$ cat config.mk
export PLATFORM = sky130hd
export DESIGN_NAME = rv32i_decode_execute_flat
export DESIGN_NICKNAME = d
export VERILOG_FILES = /design/src/rtl/rv32de_pkg.sv /design/src/rtl/rv32de_req_if.sv /design/src/rtl/rv32de_rsp_if.sv /design/src/rtl/rv32de_decode.sv /design/src/rtl/rv32de_alu.sv /design/src/rtl/rv32i_decode_execute.sv /design/src/flat_wrapper.sv
export SDC_FILE = /design/constraint.sdc
export NUM_CORES = 1
export LEC_CHECK = 0
export ABC_AREA = 1
export BUFFER_PORTS_ARGS = -buffer_cell sky130_fd_sc_hd__buf_2
export CORE_MARGIN = 3
export CORE_UTILIZATION = 35
export CTS_CLUSTER_DIAMETER = 200
export CTS_CLUSTER_SIZE = 28
export DETAILED_ROUTE_END_ITERATION = 10
export SYNTH_ARGS = -nofsm -noshare
export SYNTH_HDL_FRONTEND = slang
export SYNTH_SLANG_ARGS = --single-unit
$ cat constraint.sdc
create_clock -name clock -period 14.4 [get_ports clock]
set_input_delay 2.88 -clock clock [delete_from_list [all_inputs] [get_ports clock]]
set_output_delay 2.88 -clock clock [all_outputs]
set_load 0.03 [all_outputs]
$ cat src/rtl/rv32de_pkg.sv
// rv32de_pkg: opcodes, ALU operation codes, result codes and shared types
// for the RV32I decode and execute block. No dependencies.
`default_nettype none

package rv32de_pkg;

   localparam logic [6:0] OPC_LOAD   = 7'h03;
   localparam logic [6:0] OPC_FENCE  = 7'h0F;
   localparam logic [6:0] OPC_IMM    = 7'h13;
   localparam logic [6:0] OPC_AUIPC  = 7'h17;
   localparam logic [6:0] OPC_STORE  = 7'h23;
   localparam logic [6:0] OPC_OP     = 7'h33;
   localparam logic [6:0] OPC_LUI    = 7'h37;
   localparam logic [6:0] OPC_BRANCH = 7'h63;
   localparam logic [6:0] OPC_JALR   = 7'h67;
   localparam logic [6:0] OPC_JAL    = 7'h6F;
   localparam logic [6:0] OPC_SYSTEM = 7'h73;

   localparam logic [2:0] F3_BEQ  = 3'd0;
   localparam logic [2:0] F3_BNE  = 3'd1;
   localparam logic [2:0] F3_BLT  = 3'd4;
   localparam logic [2:0] F3_BGE  = 3'd5;
   localparam logic [2:0] F3_BLTU = 3'd6;
   localparam logic [2:0] F3_BGEU = 3'd7;
   localparam logic [2:0] F3_SLL  = 3'd1;
   localparam logic [2:0] F3_SRX  = 3'd5;
   localparam logic [2:0] F3_PRIV = 3'd0;

   localparam logic [11:0] SYS_ECALL  = 12'h000;
   localparam logic [11:0] SYS_EBREAK = 12'h001;

   localparam logic [1:0] WB_ALU = 2'd0;
   localparam logic [1:0] WB_MEM = 2'd1;
   localparam logic [1:0] WB_PC4 = 2'd2;

   localparam logic [1:0] MEM_NONE  = 2'd0;
   localparam logic [1:0] MEM_LOAD  = 2'd1;
   localparam logic [1:0] MEM_STORE = 2'd2;

   localparam logic [1:0] EV_NONE   = 2'd0;
   localparam logic [1:0] EV_ECALL  = 2'd1;
   localparam logic [1:0] EV_EBREAK = 2'd2;
   localparam logic [1:0] EV_FENCE  = 2'd3;

   typedef enum logic [3:0] {
      ALU_ADD  = 4'd0,
      ALU_SUB  = 4'd1,
      ALU_SLL  = 4'd2,
      ALU_SLT  = 4'd3,
      ALU_SLTU = 4'd4,
      ALU_XOR  = 4'd5,
      ALU_SRL  = 4'd6,
      ALU_SRA  = 4'd7,
      ALU_OR   = 4'd8,
      ALU_AND  = 4'd9
   } alu_op_type;

   typedef struct packed {
      logic [31:0] instruction;
      logic [31:0] inst_pc;
      logic [31:0] src1_value;
      logic [31:0] src2_value;
   } req_data_type;

   typedef struct packed {
      logic [4:0]  dest_reg;
      logic        write_enable;
      logic [1:0]  writeback_source;
      logic [31:0] alu_value;
      logic [1:0]  mem_op;
      logic [1:0]  access_size;
      logic        load_unsigned;
      logic [31:0] store_data;
      logic        redirect;
      logic [31:0] next_pc;
      logic [1:0]  system_event;
   } rsp_data_type;

   // decode to execute control
   typedef struct packed {
      alu_op_type  alu_op;
      logic [31:0] op_a;
      logic [31:0] op_b;
      logic        jump;
      logic        taken;
      logic [4:0]  dest_reg;
      logic        write_enable;
      logic [1:0]  writeback_source;
      logic [1:0]  mem_op;
      logic [1:0]  access_size;
      logic        load_unsigned;
      logic [31:0] store_data;
      logic [1:0]  system_event;
   } ctrl_type;

   function automatic alu_op_type funct_op(input logic [2:0] f3, input logic f7_nz);
      alu_op_type op;
      case (f3)
         3'd0:    op = f7_nz ? ALU_SUB : ALU_ADD;
         3'd1:    op = ALU_SLL;
         3'd2:    op = ALU_SLT;
         3'd3:    op = ALU_SLTU;
         3'd4:    op = ALU_XOR;
         3'd5:    op = f7_nz ? ALU_SRA : ALU_SRL;
         3'd6:    op = ALU_OR;
         default: op = ALU_AND;
      endcase
      return op;
   endfunction

endpackage

`default_nettype wire

$ cat src/rtl/rv32de_req_if.sv
// rv32de_req_if: instruction channel, valid/ready with the instruction payload.
// No dependencies.
`default_nettype none

interface rv32de_req_if;
   logic        valid;
   logic        ready;
   logic [31:0] instruction;
   logic [31:0] inst_pc;
   logic [31:0] src1_value;
   logic [31:0] src2_value;

   modport source (output valid, output instruction, output inst_pc,
                   output src1_value, output src2_value, input ready);
   modport sink   (input valid, input instruction, input inst_pc,
                   input src1_value, input src2_value, output ready);
endinterface

`default_nettype wire

$ cat src/rtl/rv32de_rsp_if.sv
// rv32de_rsp_if: result channel, valid/ready with the execute result payload.
// No dependencies.
`default_nettype none

interface rv32de_rsp_if;
   logic        valid;
   logic        ready;
   logic [4:0]  dest_reg;
   logic        write_enable;
   logic [1:0]  writeback_source;
   logic [31:0] alu_value;
   logic [1:0]  mem_op;
   logic [1:0]  access_size;
   logic        load_unsigned;
   logic [31:0] store_data;
   logic        redirect;
   logic [31:0] next_pc;
   logic [1:0]  system_event;

   modport source (output valid, output dest_reg, output write_enable,
                   output writeback_source, output alu_value, output mem_op,
                   output access_size, output load_unsigned, output store_data,
                   output redirect, output next_pc, output system_event,
                   input ready);
   modport sink   (input valid, input dest_reg, input write_enable,
                   input writeback_source, input alu_value, input mem_op,
                   input access_size, input load_unsigned, input store_data,
                   input redirect, input next_pc, input system_event,
                   output ready);
endinterface

`default_nettype wire

$ cat src/rtl/rv32de_decode.sv
// rv32de_decode: instruction decode, immediate generation, operand select
// and branch compare. Depends on rv32de_pkg.
`default_nettype none

module rv32de_decode (
   input  rv32de_pkg::req_data_type req_data,
   output rv32de_pkg::ctrl_type     ctrl
);
   import rv32de_pkg::*;

   logic [31:0] inst;
   logic [6:0]  opc;
   logic [2:0]  f3;
   logic        f7_nz;
   logic [4:0]  rd;
   logic [31:0] imm_i;
   logic [31:0] imm_s;
   logic [31:0] imm_b;
   logic [31:0] imm_u;
   logic [31:0] imm_j;
   logic [31:0] r1;
   logic [31:0] r2;
   logic        wr;
   logic        br_take;

   assign inst  = req_data.instruction;
   assign r1    = req_data.src1_value;
   assign r2    = req_data.src2_value;
   assign opc   = inst[6:0];
   assign f3    = inst[14:12];
   assign f7_nz = |inst[31:25];
   assign rd    = inst[11:7];
   assign imm_i = {{20{inst[31]}}, inst[31:20]};
   assign imm_s = {{20{inst[31]}}, inst[31:25], inst[11:7]};
   assign imm_b = {{19{inst[31]}}, inst[31], inst[7], inst[30:25], inst[11:8], 1'b0};
   assign imm_u = {inst[31:12], 12'h000};
   assign imm_j = {{11{inst[31]}}, inst[31], inst[19:12], inst[20], inst[30:21], 1'b0};

   always_comb begin
      case (f3)
         F3_BEQ:  br_take = (r1 == r2);
         F3_BNE:  br_take = (r1 != r2);
         F3_BLT:  br_take = ($signed(r1) < $signed(r2));
         F3_BGE:  br_take = !($signed(r1) < $signed(r2));
         F3_BLTU: br_take = (r1 < r2);
         F3_BGEU: br_take = (r1 >= r2);
         default: br_take = 1'b0;
      endcase
   end

   always_comb begin
      wr                    = 1'b0;
      ctrl                  = '0;
      ctrl.alu_op           = ALU_ADD;
      ctrl.op_a             = r1;
      ctrl.op_b             = r2;
      ctrl.dest_reg         = rd;
      ctrl.writeback_source = WB_ALU;
      ctrl.mem_op           = MEM_NONE;
      ctrl.system_event     = EV_NONE;
      case (opc)
         OPC_OP: begin
            wr          = 1'b1;
            ctrl.alu_op = funct_op(f3, f7_nz);
         end
         OPC_IMM: begin
            wr = 1'b1;
            if (f3 == F3_SLL || f3 == F3_SRX) begin
               ctrl.alu_op = funct_op(f3, f7_nz);
               ctrl.op_b   = {27'd0, imm_i[4:0]};
            end else begin
               ctrl.alu_op = funct_op(f3, 1'b0);
               ctrl.op_b   = imm_i;
            end
         end
         OPC_LOAD: begin
            wr                    = 1'b1;
            ctrl.writeback_source = WB_MEM;
            ctrl.mem_op           = MEM_LOAD;
            ctrl.access_size      = f3[1:0];
            ctrl.load_unsigned    = f3[2];
            ctrl.op_b             = imm_i;
         end
         OPC_STORE: begin
            ctrl.mem_op      = MEM_STORE;
            ctrl.access_size = f3[1:0];
            ctrl.store_data  = r2;
            ctrl.op_b        = imm_s;
         end
         OPC_BRANCH: begin
            ctrl.op_a  = req_data.inst_pc;
            ctrl.op_b  = imm_b;
            ctrl.taken = br_take;
         end
         OPC_LUI: begin
            wr        = 1'b1;
            ctrl.op_a = '0;
            ctrl.op_b = imm_u;
         end
         OPC_AUIPC: begin
            wr        = 1'b1;
            ctrl.op_a = req_data.inst_pc;
            ctrl.op_b = imm_u;
         end
         OPC_JAL: begin
            wr                    = 1'b1;
            ctrl.writeback_source = WB_PC4;
            ctrl.op_a             = req_data.inst_pc;
            ctrl.op_b             = imm_j;
            ctrl.jump             = 1'b1;
         end
         OPC_JALR: begin
            wr                    = 1'b1;
            ctrl.writeback_source = WB_PC4;
            ctrl.op_b             = imm_i;
            ctrl.jump             = 1'b1;
         end
         OPC_SYSTEM: begin
            if (f3 == F3_PRIV) begin
               if (inst[31:20] == SYS_ECALL) begin
                  ctrl.system_event = EV_ECALL;
               end else if (inst[31:20] == SYS_EBREAK) begin
                  ctrl.system_event = EV_EBREAK;
               end
            end
         end
         OPC_FENCE: begin
            ctrl.system_event = EV_FENCE;
         end
         default: begin
         end
      endcase
      ctrl.write_enable = wr && (rd != 5'd0);
   end

endmodule

`default_nettype wire

$ cat src/rtl/rv32de_alu.sv
// rv32de_alu: ALU and next-pc selection from the decoded control.
// Depends on rv32de_pkg.
`default_nettype none

module rv32de_alu (
   input  rv32de_pkg::ctrl_type     ctrl,
   input  logic [31:0]              inst_pc,
   output rv32de_pkg::rsp_data_type rsp_data
);
   import rv32de_pkg::*;

   logic [31:0] a;
   logic [31:0] b;
   logic [4:0]  sh;
   logic [31:0] val;
   logic [31:0] pc4;

   assign a   = ctrl.op_a;
   assign b   = ctrl.op_b;
   assign sh  = b[4:0];
   assign pc4 = inst_pc + 32'd4;

   always_comb begin
      case (ctrl.alu_op)
         ALU_SUB:  val = a - b;
         ALU_SLL:  val = a << sh;
         ALU_SLT:  val = {31'd0, $signed(a) < $signed(b)};
         ALU_SLTU: val = {31'd0, a < b};
         ALU_XOR:  val = a ^ b;
         ALU_SRL:  val = a >> sh;
         ALU_SRA:  val = $unsigned($signed(a) >>> sh);
         ALU_OR:   val = a | b;
         ALU_AND:  val = a & b;
         default:  val = a + b;
      endcase
   end

   always_comb begin
      rsp_data.dest_reg         = ctrl.dest_reg;
      rsp_data.write_enable     = ctrl.write_enable;
      rsp_data.writeback_source = ctrl.writeback_source;
      rsp_data.alu_value        = val;
      rsp_data.mem_op           = ctrl.mem_op;
      rsp_data.access_size      = ctrl.access_size;
      rsp_data.load_unsigned    = ctrl.load_unsigned;
      rsp_data.store_data       = ctrl.store_data;
      rsp_data.redirect         = ctrl.jump || ctrl.taken;
      rsp_data.system_event     = ctrl.system_event;
      if (ctrl.jump) begin
         rsp_data.next_pc = {val[31:1], 1'b0};
      end else if (ctrl.taken) begin
         rsp_data.next_pc = val;
      end else begin
         rsp_data.next_pc = pc4;
      end
   end

endmodule

`default_nettype wire

$ cat src/rtl/rv32i_decode_execute.sv
// rv32i_decode_execute: top level, input register, decode, ALU, result register.
// Depends on rv32de_pkg, rv32de_req_if, rv32de_rsp_if, rv32de_decode, rv32de_alu.
//
// Decode and execute stage of an RV32I core with two pipeline registers: a
// transfer on req is captured in the input register, decoded and executed by
// combinational logic (one 32-bit adder/shifter/compare path plus the
// pc-plus-four adder), and lands in the result register when the pipeline
// advances, from which it is offered on rsp; throughput is one instruction
// per clock while rsp is ready. The block has no architectural state, no
// configuration and no clearing pass after reset: req_ready is high whenever
// the input register is empty or the pipeline can advance, so one instruction
// is held while a result waits on rsp.
`default_nettype none

module rv32i_decode_execute (
   input  logic                clock,
   input  logic                reset,
   rv32de_req_if.sink          req_ch,
   rv32de_rsp_if.source        rsp_ch
);
   import rv32de_pkg::*;

   logic         s1_valid_ff;
   logic         s1_valid_in;
   req_data_type s1_data_ff;
   req_data_type s1_data_in;
   logic         rsp_valid_ff;
   logic         rsp_valid_in;
   rsp_data_type rsp_data_ff;
   rsp_data_type rsp_data_in;
   rsp_data_type exe_data;
   ctrl_type     ctrl;
   logic         advance;
   logic         req_take;

   assign advance  = !rsp_valid_ff || rsp_ch.ready;
   assign req_take = !s1_valid_ff || advance;
   assign req_ch.ready = req_take;

   rv32de_decode u_decode (
      .req_data (s1_data_ff),
      .ctrl     (ctrl)
   );

   rv32de_alu u_alu (
      .ctrl     (ctrl),
      .inst_pc  (s1_data_ff.inst_pc),
      .rsp_data (exe_data)
   );

   always_comb begin
      s1_valid_in = req_take ? req_ch.valid : s1_valid_ff;
      s1_data_in  = s1_data_ff;
      if (req_take && req_ch.valid) begin
         s1_data_in.instruction = req_ch.instruction;
         s1_data_in.inst_pc     = req_ch.inst_pc;
         s1_data_in.src1_value  = req_ch.src1_value;
         s1_data_in.src2_value  = req_ch.src2_value;
      end
      rsp_valid_in = advance ? s1_valid_ff : rsp_valid_ff;
      rsp_data_in  = (advance && s1_valid_ff) ? exe_data : rsp_data_ff;
   end

   always_ff @(posedge clock) begin
      if (reset) begin
         s1_valid_ff  <= 1'b0;
         rsp_valid_ff <= 1'b0;
      end else begin
         s1_valid_ff  <= s1_valid_in;
         rsp_valid_ff <= rsp_valid_in;
      end
   end

   always_ff @(posedge clock) begin
      s1_data_ff  <= s1_data_in;
      rsp_data_ff <= rsp_data_in;
   end

   assign rsp_ch.valid            = rsp_valid_ff;
   assign rsp_ch.dest_reg         = rsp_data_ff.dest_reg;
   assign rsp_ch.write_enable     = rsp_data_ff.write_enable;
   assign rsp_ch.writeback_source = rsp_data_ff.writeback_source;
   assign rsp_ch.alu_value        = rsp_data_ff.alu_value;
   assign rsp_ch.mem_op           = rsp_data_ff.mem_op;
   assign rsp_ch.access_size      = rsp_data_ff.access_size;
   assign rsp_ch.load_unsigned    = rsp_data_ff.load_unsigned;
   assign rsp_ch.store_data       = rsp_data_ff.store_data;
   assign rsp_ch.redirect         = rsp_data_ff.redirect;
   assign rsp_ch.next_pc          = rsp_data_ff.next_pc;
   assign rsp_ch.system_event     = rsp_data_ff.system_event;

   // no write-back to x0
   a_no_x0_write : assert property (@(posedge clock) disable iff (reset)
      rsp_valid_ff && rsp_data_ff.write_enable |-> rsp_data_ff.dest_reg != 5'd0)
      else $error("write enable with x0 destination");

   // stores never write back
   a_store_no_wb : assert property (@(posedge clock) disable iff (reset)
      rsp_valid_ff && rsp_data_ff.mem_op == MEM_STORE |-> !rsp_data_ff.write_enable)
      else $error("store with write enable");

   // jump targets are halfword aligned
   a_jump_align : assert property (@(posedge clock) disable iff (reset)
      rsp_valid_ff && rsp_data_ff.writeback_source == WB_PC4
      |-> rsp_data_ff.redirect && !rsp_data_ff.next_pc[0])
      else $error("jump without redirect or with odd target");

   // an occupied input stage moves to the result register when it advances
   a_stage_move : assert property (@(posedge clock) disable iff (reset)
      s1_valid_ff && advance |=> rsp_valid_ff)
      else $error("instruction lost between stages");

   a_reset_empty : assert property (@(posedge clock)
      reset |=> !rsp_valid_ff && !s1_valid_ff)
      else $error("pipeline not empty after reset");

endmodule

`default_nettype wire

$ cat src/flat_wrapper.sv
// flat-port wrapper written by rule: the top's interface ports become plain ports
module rv32i_decode_execute_flat import rv32de_pkg::*;
  (clock, reset, req_ch_valid, req_ch_instruction, req_ch_inst_pc, req_ch_src1_value, req_ch_src2_value, req_ch_ready, rsp_ch_valid, rsp_ch_dest_reg, rsp_ch_write_enable, rsp_ch_writeback_source, rsp_ch_alu_value, rsp_ch_mem_op, rsp_ch_access_size, rsp_ch_load_unsigned, rsp_ch_store_data, rsp_ch_redirect, rsp_ch_next_pc, rsp_ch_system_event, rsp_ch_ready);
  rv32de_req_if req_ch_i ();
  rv32de_rsp_if rsp_ch_i ();
  input  logic clock;
  input  logic reset;
  input wire logic [$bits(req_ch_i.valid)-1:0] req_ch_valid;
  input wire logic [$bits(req_ch_i.instruction)-1:0] req_ch_instruction;
  input wire logic [$bits(req_ch_i.inst_pc)-1:0] req_ch_inst_pc;
  input wire logic [$bits(req_ch_i.src1_value)-1:0] req_ch_src1_value;
  input wire logic [$bits(req_ch_i.src2_value)-1:0] req_ch_src2_value;
  output wire logic [$bits(req_ch_i.ready)-1:0] req_ch_ready;
  output wire logic [$bits(rsp_ch_i.valid)-1:0] rsp_ch_valid;
  output wire logic [$bits(rsp_ch_i.dest_reg)-1:0] rsp_ch_dest_reg;
  output wire logic [$bits(rsp_ch_i.write_enable)-1:0] rsp_ch_write_enable;
  output wire logic [$bits(rsp_ch_i.writeback_source)-1:0] rsp_ch_writeback_source;
  output wire logic [$bits(rsp_ch_i.alu_value)-1:0] rsp_ch_alu_value;
  output wire logic [$bits(rsp_ch_i.mem_op)-1:0] rsp_ch_mem_op;
  output wire logic [$bits(rsp_ch_i.access_size)-1:0] rsp_ch_access_size;
  output wire logic [$bits(rsp_ch_i.load_unsigned)-1:0] rsp_ch_load_unsigned;
  output wire logic [$bits(rsp_ch_i.store_data)-1:0] rsp_ch_store_data;
  output wire logic [$bits(rsp_ch_i.redirect)-1:0] rsp_ch_redirect;
  output wire logic [$bits(rsp_ch_i.next_pc)-1:0] rsp_ch_next_pc;
  output wire logic [$bits(rsp_ch_i.system_event)-1:0] rsp_ch_system_event;
  input wire logic [$bits(rsp_ch_i.ready)-1:0] rsp_ch_ready;
  assign req_ch_i.valid = req_ch_valid;
  assign req_ch_i.instruction = req_ch_instruction;
  assign req_ch_i.inst_pc = req_ch_inst_pc;
  assign req_ch_i.src1_value = req_ch_src1_value;
  assign req_ch_i.src2_value = req_ch_src2_value;
  assign req_ch_ready = req_ch_i.ready;
  assign rsp_ch_valid = rsp_ch_i.valid;
  assign rsp_ch_dest_reg = rsp_ch_i.dest_reg;
  assign rsp_ch_write_enable = rsp_ch_i.write_enable;
  assign rsp_ch_writeback_source = rsp_ch_i.writeback_source;
  assign rsp_ch_alu_value = rsp_ch_i.alu_value;
  assign rsp_ch_mem_op = rsp_ch_i.mem_op;
  assign rsp_ch_access_size = rsp_ch_i.access_size;
  assign rsp_ch_load_unsigned = rsp_ch_i.load_unsigned;
  assign rsp_ch_store_data = rsp_ch_i.store_data;
  assign rsp_ch_redirect = rsp_ch_i.redirect;
  assign rsp_ch_next_pc = rsp_ch_i.next_pc;
  assign rsp_ch_system_event = rsp_ch_i.system_event;
  assign rsp_ch_i.ready = rsp_ch_ready;
  rv32i_decode_execute u_core (.clock(clock), .reset(reset), .req_ch(req_ch_i), .rsp_ch(rsp_ch_i));
endmodule
==> metrics.txt <==
worst r2r path cells=24; FF-to-FF End=u_core.rsp_ch.next_pc[31]; Most common cell on crit path=buf_2; layout cells sized above 1=12.8%; Synthesized Nets=3123; CTS Buf Count=13; Crit. End Element=output pin; Clock Sinks=241; clk_lat worst skew=0.51 ns; flop-to-flop setup slack=8.31 ns; CP Data Required Time=11.52 ns; Core Util, Final=39.1%; postcts setup bufs=0; Endpoint, Worst Hold=u_core.rsp_ch.dest_reg[3]; status=finished clean; most common cell after layout, fill and taps aside=nand2_1; first-pass GRT wire length=126 mm; Die Ht=248 µm; vias per std cell=5.50; clock root buffer=clkbuf_16; async set-reset flop share out of synthesis=0%; cts repair resizes=0; maxcap violations=0; CTS tree=done; # DRC=0; Filler Cells Inserted=6326; CTS Hold Bufs=0; final hold vios=0; Final setup viols=0; Worst Path Buf+Inv=3; FMAX=0.159 GHz; PwrDens=88.8 mW/mm²; Core Area=0.0579 mm²; post-synthesis cell type count=63; synth warn=0; area delta synth->final=10.0%; unrepaired setup endpoints after global routing=no; GP Congestion=1.02; Final TNS setup=0 ns; largest net degree at the start of global routing=73; clock slew at reported path FFs=0.10 ns; io pins=246; worst hold path type=reg2reg; flops & latches, synth=241; CP max-delay cell=buf_2; crit path kind=in2out; critical path's largest stage delay=0.20 ns; max FFs per register=128; IO buf count=245; Startpoint Class=input port; Clock Skew=0.0301 ns; Syn Area/Cell=7.19 µm²; Total GRT Usage=27.8%; Cell Area, Synth=0.0206 mm²; CTS max path bufs=3; final antenna-violating net count=0; hpwl dp=73.0 mm; Data arrival, critical path=3.42 ns; H-tree levels=1; wire length per cell=23.4 µm; min-delay src=u_core.s1_data_ff[106]; EDFF count, synth=239; WL final=88.7 mm; Main synth FF type=edfxtp_1; die area=0.0617 mm²; initial antenna violation count=0; row cnt=88; hold path cells=0; fin crit share=43.7%; GRT Residual Overflow=0; CP max FO=3; die width=248 µm; Final nets=3285; worst path cell trace=buf_2 > inv_1 > nand3_1 > buf_2; via count=20800; Mapped Cells=2859; most flop-heavy register=u_core.s1_data_ff; worst r2r src=u_core.s1_data_ff[99]; vias in the first global route=19700; Max Transition Viols Final=0; TritonRoute pass-1 iters=6; Worst slew margin=20.4%; Lkg Pwr=0.0105 µW; Peak VDD IR=0.0000767 V; initial core utilization=35.5%; Worst Max-Slew Pin Slew=1.19 ns; most frequent cells in the layout=nand2_1, nand3_1, inv_1; Detailed Route Iter0 Violations=2139; Tmin final=6.30 ns; sequential share of the synthesized area=35.1%; cell family with most CP delay=buffers and inverters
==> synthesized netlist by cell type (24+ instances only) <==
library cell	instances	area, µm²
o21ai_0	106	531
o22ai_1	24	150
edfxtp_1	239	7180
clkbuf_1	49	184
ha_1	130	1630
nor3_1	38	190
xor2_1	32	280
nand4_1	55	344
nor2_1	234	878
inv_1	318	1190
a21oi_1	154	771
nand3_1	426	2130
buf_2	35	175
o21ai_1	24	120
nand2_1	737	2770
nand2_2	33	206
o211ai_1	24	180
==> per-layer routing <==
metal | vias up | track usage, % | wire [µm]
met1 | 9778 | 38.0 | 37600
met4 | 0 | 14.2 | 5250
met3 | 167 | 5.80 | 8100
met2 | 975 | 41.6 | 37700
met5 | - | 0 | 0
li1 | 9924 | - | -
==> through the flow <==
| step | setup WS, ns | cell area (µm²) | power [µW] | hold WS [ns] | cells |
|---|---|---|---|---|---|
| finish | 8.10 | 22600 | 2010 | 0.515 | 3791 |
| global route | 8.05 | 22600 | 2110 | 0.535 | 3789 |
| floorplan | 5.51 | 20600 | 1350 | 0.445 | 2859 |
| CTS | 8.10 | 22600 | 2000 | 0.514 | 3789 |
| global placement | 8.12 | 22200 | 1600 | 0.486 | 3771 |
| detailed placement | 8.10 | 22200 | 1600 | 0.488 | 3771 |
==> layout make-up <==
class                   count  area (µm²)  area share (%)
multi-input cells        2163       11400            50.5
well taps                 765         957            4.23
flip-flops and latches    241        7220            31.9
clock buffers              16         337            1.49
clock inverters             2        46.3           0.205
diodes                      2        5.00          0.0221
inverters                 340        1280            5.67
repair buffers            262        1350            5.98
==> cell families (layout without fill, tap and decap cells) <==
group	Yosys count	after routing	share of synthesized area [%]
fa+ha+maj	132	132	8.11
buf+inv	455	620	9.41
xor+xnor	36	36	1.53
simple gates	1592	1592	34.6
other cells	0	2	0
flops	241	241	35.1
compound gates	403	403	11.2
==> report_power, final <==
group          internal [µW]  switching [µW]  leakage, µW
logic                    202             549      0.00796
registers                825            28.7      0.00235
clock network            174             231     0.000182
==> how the worst max path moves through the flow <==
stage	endpoint	slack (ns)	from	cells after the start
2_1_floorplan	u_core.rsp_ch.access_size[0]	5.51	rsp_ch_ready	2
3_5_place_dp	req_ch_ready	8.10	rsp_ch_ready	4
5_1_grt	req_ch_ready	8.05	rsp_ch_ready	4
6_report	req_ch_ready	8.10	rsp_ch_ready	4
3_3_place_gp	req_ch_ready	8.12	rsp_ch_ready	4
4_1_cts	req_ch_ready	8.10	rsp_ch_ready	4
No activity file was read; power rests on OpenSTA's default activity.
